===== config.mk =====
export PLATFORM = sky130hd
export DESIGN_NAME = one_pole_filter_cascade
export DESIGN_NICKNAME = d
export VERILOG_FILES = /design/src/design/ofc_pkg.sv /design/src/design/one_pole_filter_cascade.sv
export SDC_FILE = /design/constraint.sdc
export NUM_CORES = 2
export LEC_CHECK = 0
export BUFFER_PORTS_ARGS = -buffer_cell sky130_fd_sc_hd__buf_2
export CAP_MARGIN = 20
export CORE_UTILIZATION = 60
export DETAILED_ROUTE_END_ITERATION = 8
export GPL_TIMING_DRIVEN = 0
export PLACE_DENSITY_LB_ADDON = 0.3
export SETUP_SLACK_MARGIN = 0.02
export SLEW_MARGIN = 25
export SYNTH_ARGS = -nofsm -noshare
export SYNTH_HDL_FRONTEND = slang
export SYNTH_SLANG_ARGS = --single-unit

===== constraint.sdc =====
create_clock -name clk -period 6.6 [get_ports clk]
set_clock_uncertainty 0.15 [all_clocks]
set_input_delay 0.66 -clock clk [delete_from_list [all_inputs] [get_ports clk]]
set_output_delay 0.66 -clock clk [all_outputs]
set_load 0.03 [all_outputs]

===== src/design/ofc_pkg.sv =====
package ofc_pkg;

    // Width of the filter state held in each section.
    localparam int STATE_BITS = 32;

    // Width of the difference fed to the multiplier (y + x - x_prev needs two extra bits).
    localparam int DIFF_BITS = STATE_BITS + 2;

    // Filter modes.
    localparam logic [1:0] MODE_BYPASS   = 2'd0;
    localparam logic [1:0] MODE_LOWPASS  = 2'd1;
    localparam logic [1:0] MODE_HIGHPASS = 2'd2;

    // Configuration register indexes.
    localparam logic [1:0] REG_FILTER_MODE = 2'd0;
    localparam logic [1:0] REG_STAGE_COUNT = 2'd1;
    localparam logic [1:0] REG_COEFFICIENT = 2'd2;

    typedef enum logic [2:0] {
        ST_IDLE,
        ST_DIFF,
        ST_MUL,
        ST_UPD,
        ST_DONE
    } ofc_state_t;

endpackage


===== src/design/one_pole_filter_cascade.sv =====
// A request is accepted only in the idle state, and the next one is not taken until its
// result has been loaded into the output register: bypass goes straight to the output slot,
// and filtering runs one or two sections, each in three passes (difference, multiply, update)
// through the one shared subtract/multiply/round unit.
// Reset (rst_n low, asynchronous): filter state cleared to zero, mode bypass, two sections,
// coefficient one half, no result pending.
module one_pole_filter_cascade
    import ofc_pkg::*;
#(
    parameter int SAMPLE_BITS = 24,
    parameter int COEF_BITS   = 16
)
(
    input  logic                                 clk,
    input  logic                                 rst_n,
    // Configuration write port.
    input  logic                                 cfg_we,
    input  logic [1:0]                           cfg_index,
    input  logic [COEF_BITS-1:0]                 cfg_data,
    // Input stream.
    input  logic                                 s_tvalid,
    output logic                                 s_tready,
    input  logic [((SAMPLE_BITS+7)/8)*8-1:0]     s_tdata,   // [SAMPLE_BITS-1:0] sample_in
    input  logic [0:0]                           s_tuser,   // [0] first_of_note
    // Output stream.
    output logic                                 m_tvalid,
    input  logic                                 m_tready,
    output logic [((SAMPLE_BITS+7)/8)*8-1:0]     m_tdata    // [SAMPLE_BITS-1:0] sample_out
);

    localparam int TDATA_BITS = ((SAMPLE_BITS + 7) / 8) * 8;
    localparam int PROD_BITS  = DIFF_BITS + COEF_BITS + 1;
    localparam int UPD_BITS   = DIFF_BITS + 3;

    // Saturation limits: the state limits at the width of the update adder, the sample limits at the state width.
    localparam logic signed [UPD_BITS-1:0] STATE_MAX =
        {{(UPD_BITS - STATE_BITS + 1){1'b0}}, {(STATE_BITS - 1){1'b1}}};
    localparam logic signed [UPD_BITS-1:0] STATE_MIN = ~STATE_MAX;
    localparam logic signed [STATE_BITS-1:0] SAMPLE_MAX =
        {{(STATE_BITS - SAMPLE_BITS + 1){1'b0}}, {(SAMPLE_BITS - 1){1'b1}}};
    localparam logic signed [STATE_BITS-1:0] SAMPLE_MIN = ~SAMPLE_MAX;

    // Rounding offset: one half of the coefficient scale.
    localparam logic signed [PROD_BITS:0] ROUND_HALF =
        (PROD_BITS + 1)'(1) << (COEF_BITS - 1);

    // Configuration registers.
    logic [1:0]                    mode_reg;
    logic [1:0]                    count_reg;
    logic [COEF_BITS-1:0]          coef_reg;

    // Sequencer.
    ofc_state_t                    state_reg;
    ofc_state_t                    state_next;
    logic                          sec_reg;      // section being worked: 0 first, 1 second
    logic                          seed_reg;

    // Datapath registers of the shared unit.
    logic signed [SAMPLE_BITS-1:0] x_reg;        // section input, later the result
    logic signed [STATE_BITS-1:0]  ybase_reg;    // y after the reseed rule
    logic signed [DIFF_BITS-1:0]   diff_reg;
    logic signed [PROD_BITS-1:0]   prod_reg;

    // Filter state.
    logic signed [STATE_BITS-1:0]  y1_reg;
    logic signed [STATE_BITS-1:0]  y2_reg;
    logic signed [SAMPLE_BITS-1:0] p1_reg;
    logic signed [SAMPLE_BITS-1:0] p2_reg;

    // Output register.
    logic                          out_valid_reg;
    logic signed [SAMPLE_BITS-1:0] out_data_reg;

    // Combinational signals.
    logic                          in_accept;
    logic                          lowpass;
    logic                          filtering;
    logic                          more_sections;
    logic                          out_load;
    logic signed [STATE_BITS-1:0]  y_cur;
    logic signed [SAMPLE_BITS-1:0] p_cur;
    logic signed [STATE_BITS-1:0]  y_eff;
    logic signed [SAMPLE_BITS-1:0] p_eff;
    logic signed [DIFF_BITS-1:0]   diff_val;
    logic signed [PROD_BITS:0]     rnd_full;
    logic signed [UPD_BITS-1:0]    rnd_val;
    logic signed [UPD_BITS-1:0]    upd_sum;
    logic signed [STATE_BITS-1:0]  y_new;
    logic signed [SAMPLE_BITS-1:0] sec_out;

    assign in_accept     = s_tvalid && s_tready;
    assign lowpass       = (mode_reg == MODE_LOWPASS);
    assign filtering     = (mode_reg == MODE_LOWPASS) || (mode_reg == MODE_HIGHPASS);
    assign more_sections = (sec_reg == 1'b0) && count_reg[1];
    assign out_load      = (state_reg == ST_DONE) && (!out_valid_reg || m_tready);

    assign s_tready = (state_reg == ST_IDLE);
    assign m_tvalid = out_valid_reg;
    assign m_tdata  = TDATA_BITS'(unsigned'(out_data_reg));

    // Configuration writes; index three is ignored.
    always_ff @(posedge clk or negedge rst_n)
    begin
        if (!rst_n)
        begin
            mode_reg  <= MODE_BYPASS;
            count_reg <= 2'd2;
            coef_reg  <= COEF_BITS'(1) << (COEF_BITS - 1);
        end
        else if (cfg_we)
        begin
            unique case (cfg_index)
                REG_FILTER_MODE: mode_reg  <= cfg_data[1:0];
                REG_STAGE_COUNT: count_reg <= cfg_data[1:0];
                REG_COEFFICIENT: coef_reg  <= cfg_data;
                default:         ;
            endcase
        end
    end

    // Difference step. A reseed sets y to the input for lowpass and to zero for
    // highpass, and sets the previous input to the current one.
    always_comb
    begin
        y_cur = sec_reg ? y2_reg : y1_reg;
        p_cur = sec_reg ? p2_reg : p1_reg;
        if (seed_reg)
        begin
            y_eff = lowpass ? STATE_BITS'(x_reg) : '0;
            p_eff = x_reg;
        end
        else
        begin
            y_eff = y_cur;
            p_eff = p_cur;
        end
        if (lowpass)
        begin
            diff_val = DIFF_BITS'(x_reg) - DIFF_BITS'(y_eff);
        end
        else
        begin
            diff_val = DIFF_BITS'(y_eff) + DIFF_BITS'(x_reg) - DIFF_BITS'(p_eff);
        end
    end

    // Update step: round to nearest with ties upward, accumulate for lowpass,
    // saturate the state to 32 bits and the passed-on value to the sample width.
    always_comb
    begin
        rnd_full = ((PROD_BITS + 1)'(prod_reg) + ROUND_HALF) >>> COEF_BITS;
        rnd_val  = rnd_full[UPD_BITS-1:0];
        upd_sum  = lowpass ? (rnd_val + UPD_BITS'(ybase_reg)) : rnd_val;
        if (upd_sum > STATE_MAX)
        begin
            y_new = STATE_MAX[STATE_BITS-1:0];
        end
        else if (upd_sum < STATE_MIN)
        begin
            y_new = STATE_MIN[STATE_BITS-1:0];
        end
        else
        begin
            y_new = upd_sum[STATE_BITS-1:0];
        end
        if (y_new > SAMPLE_MAX)
        begin
            sec_out = SAMPLE_MAX[SAMPLE_BITS-1:0];
        end
        else if (y_new < SAMPLE_MIN)
        begin
            sec_out = SAMPLE_MIN[SAMPLE_BITS-1:0];
        end
        else
        begin
            sec_out = y_new[SAMPLE_BITS-1:0];
        end
    end

    // Sequencer state register.
    always_ff @(posedge clk or negedge rst_n)
    begin
        if (!rst_n)
        begin
            state_reg <= ST_IDLE;
        end
        else
        begin
            state_reg <= state_next;
        end
    end

    // Next state: bypass goes straight to the output slot, filtering runs three
    // passes per section and loops back for the second section.
    always_comb
    begin
        state_next = state_reg;
        unique case (state_reg)
            ST_IDLE:
            begin
                if (in_accept)
                begin
                    state_next = filtering ? ST_DIFF : ST_DONE;
                end
            end
            ST_DIFF: state_next = ST_MUL;
            ST_MUL:  state_next = ST_UPD;
            ST_UPD:  state_next = more_sections ? ST_DIFF : ST_DONE;
            ST_DONE:
            begin
                if (out_load)
                begin
                    state_next = ST_IDLE;
                end
            end
            default: state_next = ST_IDLE;
        endcase
    end

    // Shared datapath and section bookkeeping.
    always_ff @(posedge clk)
    begin
        unique case (state_reg)
            ST_IDLE:
            begin
                if (in_accept)
                begin
                    x_reg    <= s_tdata[SAMPLE_BITS-1:0];
                    seed_reg <= s_tuser[0];
                    sec_reg  <= 1'b0;
                end
            end
            ST_DIFF:
            begin
                diff_reg  <= diff_val;
                ybase_reg <= y_eff;
            end
            ST_MUL:
            begin
                prod_reg <= $signed({1'b0, coef_reg}) * diff_reg;
            end
            ST_UPD:
            begin
                x_reg   <= sec_out;
                sec_reg <= 1'b1;
            end
            ST_DONE: ;
            default: ;
        endcase
    end

    // Filter state; only the section being updated changes. Lowpass leaves the
    // previous input alone.
    always_ff @(posedge clk or negedge rst_n)
    begin
        if (!rst_n)
        begin
            y1_reg <= '0;
            y2_reg <= '0;
            p1_reg <= '0;
            p2_reg <= '0;
        end
        else if (state_reg == ST_UPD)
        begin
            if (sec_reg)
            begin
                y2_reg <= y_new;
                if (!lowpass)
                begin
                    p2_reg <= x_reg;
                end
            end
            else
            begin
                y1_reg <= y_new;
                if (!lowpass)
                begin
                    p1_reg <= x_reg;
                end
            end
        end
    end

    // Output register: holds a result until the downstream side takes it.
    always_ff @(posedge clk or negedge rst_n)
    begin
        if (!rst_n)
        begin
            out_valid_reg <= 1'b0;
        end
        else if (out_load)
        begin
            out_valid_reg <= 1'b1;
        end
        else if (m_tready)
        begin
            out_valid_reg <= 1'b0;
        end
    end

    always_ff @(posedge clk)
    begin
        if (out_load)
        begin
            out_data_reg <= x_reg;
        end
    end

endmodule


==> results.sh <==
export IMPL_ys_warn_count=0
export IMPL_fp_dieH_um=251
export IMPL_ant_nets=0
export IMPL_cts_num_sinks=287
export IMPL_final_layout_size_suffix_gt1_share_pct=15.6
export IMPL_syn_nets=4778
export IMPL_failed_checks="negative setup slack"
export IMPL_hp_class="in -> reg"
export IMPL_grtUsageTotal_pct=36.3
export IMPL_crit_buf_inv=7
export IMPL_htree_num_levels=2
export IMPL_rows=90
export IMPL_drt_wl_total_um=113000
export IMPL_mostFrequentLayoutCells="687 x inv_1, 529 x nand2_1, 528 x fa_1"
export IMPL_critPathTopFamily="adder cells"
export IMPL_viasPerCell=5.97
export IMPL_synth_seq_cells=287
export IMPL_max_freq_mhz=145
export IMPL_async_flop_share_pct=47.0
export IMPL_grt_max_degree=79
export IMPL_insertion_delay_ns=0.57
export IMPL_final_common_cell="inv_1"
export IMPL_worst_pin_slew_ns=1.08
export IMPL_die_w_um=251
export IMPL_grt_pass1_vias=31100
export IMPL_areaGrowthSynthToFinish_pct=15.0
export IMPL_core_area_mm2=0.0608
export IMPL_wl_per_cell_um=22.5
export IMPL_overflow=0
export IMPL_rsz0062_at_grt="true"
export IMPL_grt_pass1_wl_um=174000
export IMPL_setup_viol=16
export IMPL_largest_reg_flops=36
export IMPL_synth_area_leader_cell="fa_1"
export IMPL_synth_top_area_share_pct=29.6
export IMPL_root_buffer="clkbuf_16"
export IMPL_drc=0
export IMPL_cap_viol_max_count=0
export IMPL_pre_cts_slack_ns=-1.88
export IMPL_syn_inst=3958
export IMPL_seq_area_frac_synth_pct=21.4
export IMPL_first_pass_iters=6
export IMPL_cts_clk_slew_worst_paths_ns=0.06
export IMPL_critical_path_peak_fanout=10
export IMPL_slew_viol_final=0
export IMPL_synth_area_top_cells="fa_1 30%, edfxtp_1 12%, dfrtp_1 9.0%"
export IMPL_hpwl_um=85300
export IMPL_nNetsFinal=5049
export IMPL_gp_congestion=0.986
export IMPL_synth_cell_area_mm2=0.0372
export IMPL_clockBufferDepth=3
export IMPL_cp_start_kind="flop"
export IMPL_die_area_mm2=0.0630
export IMPL_critPathMaxStageDelay_ns=0.55
export IMPL_cts_buffers=34
export IMPL_crit_top_cell="fa_1"
export IMPL_crit_type="reg -> reg"
export IMPL_status="complete, but fails checks"
export IMPL_critPathSlowestCell="fa_1"
export IMPL_crit_required_ns=6.83
export IMPL_ys_types=80
export IMPL_maxSlewHeadroom_pct=28.1
export IMPL_hold_viol_final=0
export IMPL_antenna_found_initial=1
export IMPL_finalCritPeriodShare_pct=105
export IMPL_fin_crit_ns=6.91
export IMPL_io_pins=74
export IMPL_setup_slack_ns=-0.307
export IMPL_vias=30100
export IMPL_port_buffers=73
export IMPL_end_kind="flop"
export IMPL_syn_area_per_cell_um2=9.39
export IMPL_synth_edf_count=152
export IMPL_drtIter0Drc=2749
export IMPL_synth_main_ff_cell="edfxtp_1"
export IMPL_cts_tree="built"
export IMPL_arrival_ns=7.14
export IMPL_initial_core_util_pct=61.2
==> layer usage <==
layer	track usage, %	share of wire (%)	up-vias
li1	-	-	13300
met1	47.2	38	14700
met2	57.0	45	1628
met3	8.51	10	426
met4	18.6	6.5	2
met5	0	0.0088	-
==> cell families after synthesis <==
family | share of synthesized area, %
adders and majority gates | 37.1
muxes | 3.93
buffers and inverters | 9.00
and+or+nand+nor | 14.2
xor gates and xnor gates | 3.11
AOI/OAI and AO/OA | 11.3
DFF | 21.4
==> layout make-up <==
| cell class | count | area, µm² |
|---|---|---|
| antenna | 1 | 2.50 |
| tap | 782 | 978 |
| clock buffer | 42 | 911 |
| buffer | 158 | 1290 |
| multi-input combinational | 2789 | 26700 |
| inverter | 706 | 2650 |
| fill | 4457 | 18100 |
| clock inverter | 20 | 300 |
| sequential | 287 | 7970 |
| timing repair buffer | 253 | 1960 |
==> cell usage after synthesis, drive strengths merged (6+ instances only) <==
cell and n:
inv 706, nand2 552, fa 549, ha 223
and2 209, o21ai 195, clkbuf 152, edfxtp 152
dfrtp 133, a21oi 129, nor2 90, xnor2 83
o21a 77, mux2 71, mux2i 66, a21o 53
xor2 49, nand3 47, nor3 42, nand4 28
nand2b 27, and3 24, buf 24, a211oi 23
a221o 23, o211ai 19, o21bai 17, o31ai 16
nor2b 14, or3 14, or2 13, a31oi 12
a21boi 11, and4 11, nor3b 8, or4 8
a211o 6, a31o 6, nor4 6, o221ai 6
==> timing repair <==
| item | in CTS | in global routing |
|---|---|---|
| setup buffers | 98 | 66 |
| hold endpoints to repair | 57 | 0 |
| setup endpoints to repair | 88 | 100 |
| cloned | 3 | 2 |
| gates resized for setup | 308 | 141 |
| pin swaps | 97 | 86 |
| hold buffers | 1 | 0 |
==> worst reg2reg max path: cells and delay by family, from the launching register on <==
family,cells,cell delay [ns]
compound gates,8,1.47
flops,1,0.47
buf+inv,7,0.73
simple gates,3,0.61
fa+ha+maj,7,3.30
==> stage by stage <==
stage / hold slack, ns / cells / util, % / instance area, µm² / TNS [ns]
floorplan: 0.214 / 3958 / - / 37200 / 0
global placement: 0.311 / 4813 / 63.4 / 38500 / -230.03
detailed placement: 0.319 / 4826 / 63.6 / 38700 / -75.56
CTS: 0.102 / 4977 / 68.8 / 41800 / -0.465
global route: 0.109 / 5037 / 70.3 / 42700 / -4.78
finish: 0.119 / 5038 / 70.3 / 42700 / -2.44
==> worst paths after layout <==
kind / startpoint / end / slack, ns / cells after the start
min in group asynchronous: rst_n / y1_reg[27] / 0.49 / 2
min: s_tuser / seed_reg / 0.12 / 1
max: diff_reg[13] / prod_reg[29] / -0.31 / 25
min reg2reg: y1_reg[4] / y1_reg[4] / 0.33 / 2
max in group asynchronous: rst_n / count_reg[1] / 4.97 / 3
max reg2reg: diff_reg[13] / prod_reg[29] / -0.31 / 25
Power is left out: the tool's default activity adds up to more than one toggle a clock period on the data nets, which glitch-free logic cannot reach.
